**config.mk**
```make
export PLATFORM = sky130hd
export DESIGN_NAME = emg_envelope_with_baseline_calib
export DESIGN_NICKNAME = d
export VERILOG_FILES = /design/src/rtl/core/ecal_pkg.sv /design/src/rtl/core/ecal_regs.sv /design/src/rtl/core/ecal_div.sv /design/src/rtl/core/ecal_dp.sv /design/src/rtl/core/ecal_ctrl.sv /design/src/rtl/core/emg_envelope_with_baseline_calib.sv
export SDC_FILE = /design/constraint.sdc
export NUM_CORES = 2
export LEC_CHECK = 0
export ABC_AREA = 1
export BUFFER_PORTS_ARGS = -buffer_cell sky130_fd_sc_hd__buf_2
export CORE_MARGIN = 5
export CORE_UTILIZATION = 65
export DETAILED_ROUTE_END_ITERATION = 10
export PLACE_DENSITY = 0.87
export SLEW_MARGIN = 20
export SYNTH_ARGS = -nofsm -noshare
export SYNTH_HDL_FRONTEND = slang
export SYNTH_SLANG_ARGS = --single-unit
```
**constraint.sdc**
```tcl
create_clock -name clk -period 8.4 [get_ports clk]
set_input_delay 0.42 -clock clk [delete_from_list [all_inputs] [get_ports clk]]
set_output_delay 0.42 -clock clk [all_outputs]
set_load 0.005 [all_outputs]
```
**src/rtl/core/ecal_pkg.sv**
```systemverilog
// Shared widths, register map, reset values and control types for the EMG envelope block.
package ecal_pkg;

  localparam int SAMPLE_BITS    = 10;
  localparam int COEF_FRAC_BITS = 24;

  localparam int BASE_FRAC = 8;
  localparam int CNT_W     = 16;
  localparam int COEF_W    = COEF_FRAC_BITS;
  localparam int LEVEL_W   = SAMPLE_BITS + BASE_FRAC;
  localparam int FILT_W    = SAMPLE_BITS + COEF_FRAC_BITS;
  localparam int SUM_W     = SAMPLE_BITS + CNT_W;
  localparam int NUM_W     = SUM_W + BASE_FRAC + 1;
  localparam int XS_W      = LEVEL_W + 1;
  localparam int LO_W      = (FILT_W + 1) / 2;
  localparam int HI_W      = FILT_W - LO_W;
  localparam int PROD_W    = COEF_W + LO_W;
  localparam int ACC_W     = COEF_W + FILT_W;
  localparam int ENV_SHIFT = COEF_FRAC_BITS - BASE_FRAC;

  localparam int IN_DATA_W  = ((SAMPLE_BITS + 7) / 8) * 8;
  localparam int OUT_BITS   = 2 * LEVEL_W + 2;
  localparam int OUT_DATA_W = ((OUT_BITS + 7) / 8) * 8;

  localparam int APB_ADDR_W = 4;
  localparam int APB_DATA_W = 32;

  localparam logic [APB_ADDR_W-1:0] ADDR_CALIB_COUNT   = 4'h0;
  localparam logic [APB_ADDR_W-1:0] ADDR_FEEDBACK_COEF = 4'h4;
  localparam logic [APB_ADDR_W-1:0] ADDR_INPUT_COEF    = 4'h8;

  localparam logic [CNT_W-1:0]  CALIB_COUNT_RST   = 16'd10000;
  localparam logic [COEF_W-1:0] FEEDBACK_COEF_RST = 24'd16672132;
  localparam logic [COEF_W-1:0] INPUT_COEF_RST    = 24'd52542;

  localparam logic KIND_CALIB = 1'b0;
  localparam logic KIND_RUN   = 1'b1;

  typedef struct packed {
    logic [CNT_W-1:0]  calib_count;
    logic [COEF_W-1:0] feedback_coef;
    logic [COEF_W-1:0] input_coef;
  } ecal_cfg_t;

  typedef struct packed {
    logic load;
    logic cal_acc;
    logic div_start;
    logic base_load;
    logic x_abs;
    logic mul_lo;
    logic mul_hi;
    logic mul_acc;
    logic sel_t2;
    logic t1_save;
    logic t2_save;
    logic filt_update;
    logic out_load;
  } ecal_cmd_t;

  typedef struct packed {
    logic cal_complete;
    logic div_done;
  } ecal_status_t;

endpackage

```
**src/rtl/core/ecal_regs.sv**
```systemverilog
// Configuration register file behind the APB-style port.
module ecal_regs
  import ecal_pkg::*;
(
  input  logic                  clk,
  input  logic                  rst,
  input  logic                  psel,
  input  logic                  penable,
  input  logic                  pwrite,
  input  logic [APB_ADDR_W-1:0] paddr,
  input  logic [APB_DATA_W-1:0] pwdata,
  output logic [APB_DATA_W-1:0] prdata,
  output logic                  pready,
  output ecal_cfg_t             cfg
);

  logic wr_en;

  assign pready = 1'b1;
  assign wr_en  = psel & penable & pwrite;

  always_ff @(posedge clk) begin
    if (rst) begin
      cfg.calib_count   <= CALIB_COUNT_RST;
      cfg.feedback_coef <= FEEDBACK_COEF_RST;
      cfg.input_coef    <= INPUT_COEF_RST;
    end else if (wr_en) begin
      if (paddr == ADDR_CALIB_COUNT) begin
        cfg.calib_count <= pwdata[CNT_W-1:0];
      end
      if (paddr == ADDR_FEEDBACK_COEF) begin
        cfg.feedback_coef <= pwdata[COEF_W-1:0];
      end
      if (paddr == ADDR_INPUT_COEF) begin
        cfg.input_coef <= pwdata[COEF_W-1:0];
      end
    end
  end

  always_comb begin
    prdata = '0;
    if (paddr == ADDR_CALIB_COUNT) begin
      prdata = APB_DATA_W'(cfg.calib_count);
    end else if (paddr == ADDR_FEEDBACK_COEF) begin
      prdata = APB_DATA_W'(cfg.feedback_coef);
    end else if (paddr == ADDR_INPUT_COEF) begin
      prdata = APB_DATA_W'(cfg.input_coef);
    end
  end

endmodule

```
**src/rtl/core/ecal_div.sv**
```systemverilog
// Restoring divider, one quotient bit per cycle, for the baseline mean.
module ecal_div
  import ecal_pkg::*;
(
  input  logic             clk,
  input  logic             rst,
  input  logic             start,
  input  logic [NUM_W-1:0] dividend,
  input  logic [CNT_W-1:0] divisor,
  output logic [NUM_W-1:0] quotient,
  output logic             done
);

  localparam int STEP_W = $clog2(NUM_W + 1);

  logic [STEP_W-1:0] steps;
  logic              busy;
  logic [CNT_W:0]    rem;
  logic [CNT_W-1:0]  dsr;
  logic [CNT_W:0]    rem_sh;
  logic              fits;

  assign rem_sh = {rem[CNT_W-1:0], quotient[NUM_W-1]};
  assign fits   = rem_sh >= {1'b0, dsr};

  always_ff @(posedge clk) begin
    if (rst) begin
      busy  <= 1'b0;
      done  <= 1'b0;
      steps <= '0;
    end else begin
      done <= 1'b0;
      if (start) begin
        busy  <= 1'b1;
        steps <= STEP_W'(NUM_W);
      end else if (busy) begin
        steps <= steps - 1'b1;
        if (steps == STEP_W'(1)) begin
          busy <= 1'b0;
          done <= 1'b1;
        end
      end
    end
  end

  always_ff @(posedge clk) begin
    if (start) begin
      rem      <= '0;
      dsr      <= divisor;
      quotient <= dividend;
    end else if (busy) begin
      rem      <= fits ? rem_sh - {1'b0, dsr} : rem_sh;
      quotient <= {quotient[NUM_W-2:0], fits};
    end
  end

endmodule

```
**src/rtl/core/ecal_dp.sv**
```systemverilog
// Datapath: calibration sum, baseline, filter multiply-accumulate and result register.
module ecal_dp
  import ecal_pkg::*;
(
  input  logic                  clk,
  input  logic                  rst,
  input  ecal_cmd_t             cmd,
  input  ecal_cfg_t             cfg,
  input  logic [IN_DATA_W-1:0]  s_tdata,
  output ecal_status_t          status,
  output logic [OUT_DATA_W-1:0] m_tdata
);

  localparam logic [ACC_W:0]    HALF1 = (ACC_W + 1)'(1) << (COEF_FRAC_BITS - 1);
  localparam logic [ACC_W:0]    HALF2 = (ACC_W + 1)'(1) << (BASE_FRAC - 1);
  localparam logic [FILT_W:0]   HALFE = (FILT_W + 1)'(1) << (ENV_SHIFT - 1);
  localparam logic [FILT_W-1:0] FILT_MAX  = '1;
  localparam logic [LEVEL_W-1:0] LEVEL_MAX = '1;

  logic [SAMPLE_BITS-1:0] sample_r;
  logic [SUM_W-1:0]       calib_sum;
  logic [CNT_W-1:0]       calib_seen;
  logic [CNT_W-1:0]       n_r;
  logic                   complete_r;
  logic [LEVEL_W-1:0]     baseline_level;
  logic                   have_baseline;
  logic                   done_r;
  logic [FILT_W-1:0]      prev_filtered;
  logic [LEVEL_W-1:0]     prev_rectified;
  logic [LEVEL_W-1:0]     x_r;
  logic [XS_W-1:0]        xs_r;
  logic [PROD_W-1:0]      prod_r;
  logic [ACC_W-1:0]       acc_r;
  logic [FILT_W-1:0]      t1_r;
  logic [FILT_W-1:0]      t2_r;
  logic [LEVEL_W-1:0]     env_out;
  logic [LEVEL_W-1:0]     base_out;
  logic                   valid_out;
  logic                   done_out;

  logic [SUM_W-1:0]   sum_new;
  logic [CNT_W:0]     n_new;
  logic [CNT_W:0]     target;
  logic [NUM_W-1:0]   dividend;
  logic [NUM_W-1:0]   quotient;
  logic               div_done;
  logic [LEVEL_W-1:0] s8;
  logic [COEF_W-1:0]  mul_a;
  logic [FILT_W-1:0]  mul_b;
  logic [LO_W-1:0]    b_lo;
  logic [LO_W-1:0]    b_hi;
  logic [ACC_W:0]     rnd1;
  logic [ACC_W:0]     rnd2;
  logic [FILT_W:0]    y_sum;
  logic [FILT_W:0]    env_sum;
  logic [FILT_W:0]    env_sh;

  assign sum_new  = calib_sum + SUM_W'(sample_r);
  assign n_new    = (CNT_W + 1)'(calib_seen) + 1'b1;
  assign target   = (cfg.calib_count == '0) ? (CNT_W + 1)'(1) : (CNT_W + 1)'(cfg.calib_count);
  assign dividend = NUM_W'({calib_sum, {BASE_FRAC{1'b0}}}) + NUM_W'(n_r >> 1);
  assign s8       = {sample_r, {BASE_FRAC{1'b0}}};

  assign mul_a = cmd.sel_t2 ? cfg.input_coef : cfg.feedback_coef;
  assign mul_b = cmd.sel_t2 ? FILT_W'(xs_r) : prev_filtered;
  assign b_lo  = mul_b[LO_W-1:0];
  assign b_hi  = LO_W'(mul_b[FILT_W-1:LO_W]);

  assign rnd1    = ((ACC_W + 1)'(acc_r) + HALF1) >> COEF_FRAC_BITS;
  assign rnd2    = ((ACC_W + 1)'(acc_r) + HALF2) >> BASE_FRAC;
  assign y_sum   = (FILT_W + 1)'(t1_r) + (FILT_W + 1)'(t2_r);
  assign env_sum = (FILT_W + 1)'(prev_filtered) + HALFE;
  assign env_sh  = env_sum >> ENV_SHIFT;

  assign status.cal_complete = complete_r;
  assign status.div_done     = div_done;

  ecal_div u_div (
    .clk      (clk),
    .rst      (rst),
    .start    (cmd.div_start),
    .dividend (dividend),
    .divisor  (n_r),
    .quotient (quotient),
    .done     (div_done)
  );

  always_ff @(posedge clk) begin
    if (rst) begin
      calib_sum      <= '0;
      calib_seen     <= '0;
      baseline_level <= '0;
      have_baseline  <= 1'b0;
      prev_filtered  <= '0;
      prev_rectified <= '0;
      complete_r     <= 1'b0;
      done_r         <= 1'b0;
    end else begin
      if (cmd.load) begin
        done_r <= 1'b0;
      end
      if (cmd.cal_acc) begin
        calib_sum  <= sum_new;
        calib_seen <= n_new[CNT_W-1:0];
        n_r        <= n_new[CNT_W-1:0];
        complete_r <= n_new >= target;
      end
      if (cmd.base_load) begin
        baseline_level <= (|quotient[NUM_W-1:LEVEL_W]) ? LEVEL_MAX
                                                       : quotient[LEVEL_W-1:0];
        have_baseline  <= 1'b1;
        calib_sum      <= '0;
        calib_seen     <= '0;
        complete_r     <= 1'b0;
        done_r         <= 1'b1;
      end
      if (cmd.filt_update) begin
        prev_filtered  <= y_sum[FILT_W] ? FILT_MAX : y_sum[FILT_W-1:0];
        prev_rectified <= x_r;
      end
    end
  end

  always_ff @(posedge clk) begin
    if (cmd.load) begin
      sample_r <= s_tdata[SAMPLE_BITS-1:0];
    end
    if (cmd.x_abs) begin
      x_r <= (s8 >= baseline_level) ? s8 - baseline_level : baseline_level - s8;
    end
    if (cmd.mul_lo) begin
      prod_r <= PROD_W'(mul_a) * PROD_W'(b_lo);
    end
    if (cmd.mul_hi) begin
      acc_r  <= ACC_W'(prod_r);
      prod_r <= PROD_W'(mul_a) * PROD_W'(b_hi);
    end
    if (cmd.mul_acc) begin
      acc_r <= acc_r + ACC_W'({prod_r, {LO_W{1'b0}}});
    end
    if (cmd.t1_save) begin
      t1_r <= (|rnd1[ACC_W:FILT_W]) ? FILT_MAX : rnd1[FILT_W-1:0];
      xs_r <= XS_W'(x_r) + XS_W'(prev_rectified);
    end
    if (cmd.t2_save) begin
      t2_r <= (|rnd2[ACC_W:FILT_W]) ? FILT_MAX : rnd2[FILT_W-1:0];
    end
    if (cmd.out_load) begin
      env_out   <= (|env_sh[FILT_W:LEVEL_W]) ? LEVEL_MAX : env_sh[LEVEL_W-1:0];
      base_out  <= baseline_level;
      valid_out <= have_baseline;
      done_out  <= done_r;
    end
  end

  assign m_tdata = OUT_DATA_W'({done_out, valid_out, base_out, env_out});

endmodule

```
**src/rtl/core/ecal_ctrl.sv**
```systemverilog
// Controller state machine sequencing calibration, division and filter steps.
module ecal_ctrl
  import ecal_pkg::*;
(
  input  logic         clk,
  input  logic         rst,
  input  logic         s_tvalid,
  input  logic         in_kind,
  output logic         s_tready,
  output logic         m_tvalid,
  input  logic         m_tready,
  input  ecal_status_t status,
  output ecal_cmd_t    cmd
);

  typedef enum logic [3:0] {
    ST_IDLE, ST_CAL, ST_DECIDE, ST_DIV_WAIT, ST_BASE, ST_XABS,
    ST_M1A, ST_M1B, ST_M1C, ST_T1, ST_M2A, ST_M2B, ST_M2C, ST_T2,
    ST_FILT, ST_FIN
  } state_t;

  state_t state;
  logic   accept;
  logic   out_free;

  assign s_tready = (state == ST_IDLE);
  assign accept   = s_tvalid & s_tready;
  assign out_free = ~m_tvalid | m_tready;

  always_comb begin
    cmd        = '0;
    cmd.load   = accept;
    cmd.sel_t2 = (state == ST_M2A) || (state == ST_M2B);
    unique case (state)
      ST_CAL:    cmd.cal_acc     = 1'b1;
      ST_DECIDE: cmd.div_start   = status.cal_complete;
      ST_BASE:   cmd.base_load   = 1'b1;
      ST_XABS:   cmd.x_abs       = 1'b1;
      ST_M1A:    cmd.mul_lo      = 1'b1;
      ST_M1B:    cmd.mul_hi      = 1'b1;
      ST_M1C:    cmd.mul_acc     = 1'b1;
      ST_T1:     cmd.t1_save     = 1'b1;
      ST_M2A:    cmd.mul_lo      = 1'b1;
      ST_M2B:    cmd.mul_hi      = 1'b1;
      ST_M2C:    cmd.mul_acc     = 1'b1;
      ST_T2:     cmd.t2_save     = 1'b1;
      ST_FILT:   cmd.filt_update = 1'b1;
      ST_FIN:    cmd.out_load    = out_free;
      default:   cmd.load        = accept;
    endcase
  end

  always_ff @(posedge clk) begin
    if (rst) begin
      state    <= ST_IDLE;
      m_tvalid <= 1'b0;
    end else begin
      if (state == ST_FIN && out_free) begin
        m_tvalid <= 1'b1;
      end else if (m_tvalid && m_tready) begin
        m_tvalid <= 1'b0;
      end
      unique case (state)
        ST_IDLE: begin
          if (accept) begin
            state <= (in_kind == KIND_RUN) ? ST_XABS : ST_CAL;
          end
        end
        ST_CAL:      state <= ST_DECIDE;
        ST_DECIDE:   state <= status.cal_complete ? ST_DIV_WAIT : ST_FIN;
        ST_DIV_WAIT: begin
          if (status.div_done) begin
            state <= ST_BASE;
          end
        end
        ST_BASE:     state <= ST_FIN;
        ST_XABS:     state <= ST_M1A;
        ST_M1A:      state <= ST_M1B;
        ST_M1B:      state <= ST_M1C;
        ST_M1C:      state <= ST_T1;
        ST_T1:       state <= ST_M2A;
        ST_M2A:      state <= ST_M2B;
        ST_M2B:      state <= ST_M2C;
        ST_M2C:      state <= ST_T2;
        ST_T2:       state <= ST_FILT;
        ST_FILT:     state <= ST_FIN;
        ST_FIN: begin
          if (out_free) begin
            state <= ST_IDLE;
          end
        end
        default:     state <= ST_IDLE;
      endcase
    end
  end

endmodule

```
**src/rtl/core/emg_envelope_with_baseline_calib.sv**
```systemverilog
// Top level: EMG baseline calibration and rectified low-pass envelope.
//
//  channel | dir | handshake             | word
//  --------+-----+-----------------------+------------------------------------------
//  s_*     | in  | s_tvalid / s_tready   | tdata: sample; tuser: cmd
//  m_*     | out | m_tvalid / m_tready   | tdata: envelope, baseline, valid, done
//  apb     | in  | psel & penable        | calib_count, feedback_coef, input_coef
//
//  Run word: the result is set by two split 24x17 multiplies.
//  Calibration word: when it completes, the baseline comes from a 35-step restoring divider.
//  A new word is taken once the previous one sits in the output register.
//  rst is synchronous, clears sums, baseline, filter state and handshakes.
//  A held result stalls the next word only at its final step.
module emg_envelope_with_baseline_calib
  import ecal_pkg::*;
(
  input  logic                  clk,
  input  logic                  rst,
  input  logic                  s_tvalid,
  output logic                  s_tready,
  input  logic [IN_DATA_W-1:0]  s_tdata,   // [9:0] sample, rest zero
  input  logic [0:0]            s_tuser,   // [0] cmd
  output logic                  m_tvalid,
  input  logic                  m_tready,
  output logic [OUT_DATA_W-1:0] m_tdata,   // [17:0] envelope, [35:18] baseline,
                                           // [36] baseline_valid, [37] calib_done
  input  logic                  psel,
  input  logic                  penable,
  input  logic                  pwrite,
  input  logic [APB_ADDR_W-1:0] paddr,
  input  logic [APB_DATA_W-1:0] pwdata,
  output logic [APB_DATA_W-1:0] prdata,
  output logic                  pready
);

  ecal_cfg_t    cfg;
  ecal_cmd_t    cmd;
  ecal_status_t status;

  ecal_regs u_regs (
    .clk     (clk),
    .rst     (rst),
    .psel    (psel),
    .penable (penable),
    .pwrite  (pwrite),
    .paddr   (paddr),
    .pwdata  (pwdata),
    .prdata  (prdata),
    .pready  (pready),
    .cfg     (cfg)
  );

  ecal_ctrl u_ctrl (
    .clk      (clk),
    .rst      (rst),
    .s_tvalid (s_tvalid),
    .in_kind  (s_tuser[0]),
    .s_tready (s_tready),
    .m_tvalid (m_tvalid),
    .m_tready (m_tready),
    .status   (status),
    .cmd      (cmd)
  );

  ecal_dp u_dp (
    .clk     (clk),
    .rst     (rst),
    .cmd     (cmd),
    .cfg     (cfg),
    .s_tdata (s_tdata),
    .status  (status),
    .m_tdata (m_tdata)
  );

endmodule

```
==> metrics.cfg <==
[timing]
grt_setup_unrepaired=false
period_share=0.9633
worst-slew-pin-transition_ns=1.204
clock_period_minus_final_worst_setup_slack_ns=8.092
slew_headroom=0.1973
finalSetupViolations=0
hold_viol_final=0
clock_skew_ns=0.03148
timing.final.max_slew_violations=0
finalSetupTns_ns=0
achievable-frequency_mhz=123.6

[critical_path]
path_common_cell=sky130_fd_sc_hd__fa_1
worst_ep_required_time_ns=8.78
cp_max_fo=43
worstPathArrival_ns=8.47
end_kind=register
worst_setup_path_start_kind=register
critical_path_class=reg2reg
cpPeakStageDelay_ns=0.70
worst_path_max_delay_cell=sky130_fd_sc_hd__fa_1

[hold_path]
timing.hold.worst.class=in2reg

[cts]
clk_root_buffer_cell=sky130_fd_sc_hd__clkbuf_16
h-tree-depth=2
ctsLongestPathBuffers=3
clock_sinks=520
cts.clk_slew.worst_paths_ns=0.06
clk_latency_ns=0.68
cts_tree=done
cts_post_setup_buffers_inserted=0
cts_inserted_buffers=56

[cells_and_area]
stdcell_count=8983
finalCoreUtilization=0.6959
final_common_cell=sky130_fd_sc_hd__nand2_1
drive_above_1_share=0.05163
area_growth_syn_to_layout_pct=6.609
nets=8879
final_cell_mix=sky130_fd_sc_hd__nand2_1 (1791), sky130_fd_sc_hd__inv_1 (1407), sky130_fd_sc_hd__nor2_1 (943)

[power]
cell_leakage_power_nw=30.08
power.clock.fraction=0.203
cellPowerDensity_nw_per_um2=203.7
combPwrFrac=0.512
internal_power_mw=6.769
power.ir.vdd_worst_mv=0.2439
swShare=0.4679
switchingPower_mw=5.952
pwr-share-seq=0.285

[synth]
postSynthRegisterBits=520
yosysTopAreaCellShare=0.2273
synth_area_per_cell_um2=7.622
synth.lib_cells_used.distinct=55
ys_top_cells_by_area=sky130_fd_sc_hd__fa_1 (23%), sky130_fd_sc_hd__edfxtp_1 (16%), sky130_fd_sc_hd__nand2_1 (11%)
ys_seq_area_frac=0.2310
synthCells=7685
asr_flop_ratio_synth=0
synth_top_cell_by_area=sky130_fd_sc_hd__fa_1
synth_area_um2=58580
synth-warning-count=0
yosys_most_used_dff=sky130_fd_sc_hd__edfxtp_1
number_of_flops_mapped_to_enable_cells_by_yosys=312

[job]
cap_viol_max_count=0

[placement]
weighted_congestion_at_the_end_of_routability_driven_global_placement=1.059
detailed_place_hpwl_um=151200
dpl.cell_count=8858
port-buffer-count=109

[detailed_routing]
route.detailed.vias_per_inst=5.974
drt_wl_total_um=188900
detail_route.iter0.violations=6188
post_drt_wl_per_cell_um=21.03
dr_total_vias=53670
antenna_left=0
drt_pass1_iterations=7
post-route-drc-count=0

[die]
start_util=0.6528
floorplan.core_area_um2=89740
num_rows=110
die_h_um=310.2
die_width_um=310.2
area_enclosed_by_the_die_boundary_um2=96220
io_pins=135

[run_status]
outcome=completed

[global_routing]
grt_max_degree=107
grt_usage=0.3917
grt.overflow.total=0
global_route_wire_length_before_repair_um=290800
first_global_vias=52860
number_of_antenna_violations_at_the_first_check_in_global_routing=2

[kinds of logic after synthesis]
kind of cell,share of synthesized area
muxes,0.0001709
AOI/OAI and AO/OA,0.09050
DFF,0.2310
adders and majority gates,0.3118
buffers and inverters,0.1100
other,0.0001282
and+or+nand+nor,0.2292
xor gates and xnor gates,0.02706
[state kept, by name (all words and copies together) (netlist names), 19 cells and up]
name and flops:
u_dp.u_div.quotient 35, u_dp.t2_r 34, u_dp.acc_r 51, u_dp.t1_r 34, u_regs.cfg 64, u_dp.prev_filtered 34
u_dp.calib_sum 26, u_dp.xs_r 19, u_dp.prod_r 41
[timing repair]
action	in CTS	in global routing
hold endpoints to repair	18	0
hold buffers	16	0
endpoints found under the setup margin	0	0
gates resized for setup	0	0
[final cells by class]
cell class	count	area [um^2]
Fill cell	7172	27290
Sequential cell	520	13530
Inverter	1456	5465
Antenna cell	1	2.502
Tap cell	1176	1471
Clock buffer	78	1564
Timing Repair Buffer	211	1389
Clock inverter	28	330.3
Multi-Input combinational cell	5513	38690
[critical path, delay by kind of cell (launching register included)]
family | cells | cell delay [ns]
buffers and inverters | 9 | 1.30
and+or+nand+nor | 8 | 1.23
AOI/OAI and AO/OA | 5 | 1.34
adders and majority gates | 7 | 3.47
DFF | 1 | 0.37
[synthesized netlist by cell type, types with 3 or more instances]
master	number
sky130_fd_sc_hd__inv_2	35
sky130_fd_sc_hd__a21o_1	20
sky130_fd_sc_hd__buf_6	7
sky130_fd_sc_hd__a21oi_1	404
sky130_fd_sc_hd__and2_1	6
sky130_fd_sc_hd__a31oi_1	8
sky130_fd_sc_hd__o22ai_1	4
sky130_fd_sc_hd__xor2_1	125
sky130_fd_sc_hd__nor3_1	75
sky130_fd_sc_hd__a21boi_0	5
sky130_fd_sc_hd__buf_4	21
sky130_fd_sc_hd__o21ai_1	17
sky130_fd_sc_hd__o21bai_1	10
sky130_fd_sc_hd__edfxtp_1	312
sky130_fd_sc_hd__nor2_2	8
sky130_fd_sc_hd__o211ai_1	29
sky130_fd_sc_hd__a211oi_1	6
sky130_fd_sc_hd__o21ai_0	369
sky130_fd_sc_hd__nand4_1	92
sky130_fd_sc_hd__nand2_2	11
sky130_fd_sc_hd__buf_2	63
sky130_fd_sc_hd__o31ai_1	27
sky130_fd_sc_hd__clkbuf_1	109
sky130_fd_sc_hd__nand3b_1	33
sky130_fd_sc_hd__fa_1	665
sky130_fd_sc_hd__nor2_1	949
sky130_fd_sc_hd__dfxtp_1	208
sky130_fd_sc_hd__a21oi_2	19
sky130_fd_sc_hd__o21a_1	25
sky130_fd_sc_hd__ha_1	396
sky130_fd_sc_hd__nor2_4	10
sky130_fd_sc_hd__and3_1	3
sky130_fd_sc_hd__or2_2	10
sky130_fd_sc_hd__clkinv_1	13
sky130_fd_sc_hd__inv_1	1408
sky130_fd_sc_hd__nand3_1	289
sky130_fd_sc_hd__nor4_1	18
sky130_fd_sc_hd__nand2_1	1792
sky130_fd_sc_hd__xnor2_1	56
sky130_fd_sc_hd__o21ai_4	6
sky130_fd_sc_hd__buf_1	5
[metal layers]
layer  wire length (um)  share of wire  vias to the layer above  global-route usage
li1                   -              -                    24150                   -
met1              66680           0.35                    25290              0.4852
met2              82790           0.44                     3373              0.5999
met3              24410           0.13                      848              0.1221
met4              15040          0.080                        0              0.2498
met5                  0              0                        -                   0
[path summary, 6_finish.rpt]
path,from,endpoint,slack (ns),cells past startpoint
hold / removal,pwdata[16],u_regs.cfg[40]$_SDFFE_PP0P_,0.04,3
setup reg to reg,u_ctrl.state[3]$_SDFFE_PP0P_,u_dp.prod_r[38]$_DFFE_PP_,0.31,29
setup / recovery,u_ctrl.state[3]$_SDFFE_PP0P_,u_dp.prod_r[38]$_DFFE_PP_,0.31,29
hold reg to reg,u_dp.n_r[0]$_DFFE_PP_,u_dp.u_div.dsr[0]$_DFFE_PP_,0.43,0
[power by group through the flow]
stage                     Combinational [mW]  Sequential, mW  Clock (mW)
after floorplan                         4.40            3.44           0
after global placement                  6.11            3.64           0
after detailed placement                6.28            3.65           0
after CTS                               6.35            3.60        2.60
after global routing                    7.19            3.63        2.70
final                                   6.52            3.62        2.58
[through the flow]
step                      power [mW]  area, um^2  hold slack, ns  setup slack (ns)
after detailed placement       9.932       60350          0.4230            0.6473
after global routing           13.52       62450         0.03896           0.06110
final                          12.72       62450         0.03601            0.3085
after floorplan                7.838       58610          0.4003             1.977
after global placement         9.747       60340          0.4098            0.7310
after CTS                      12.55       62400         0.01012            0.5818
No activity file was read; power rests on OpenSTA's default activity.
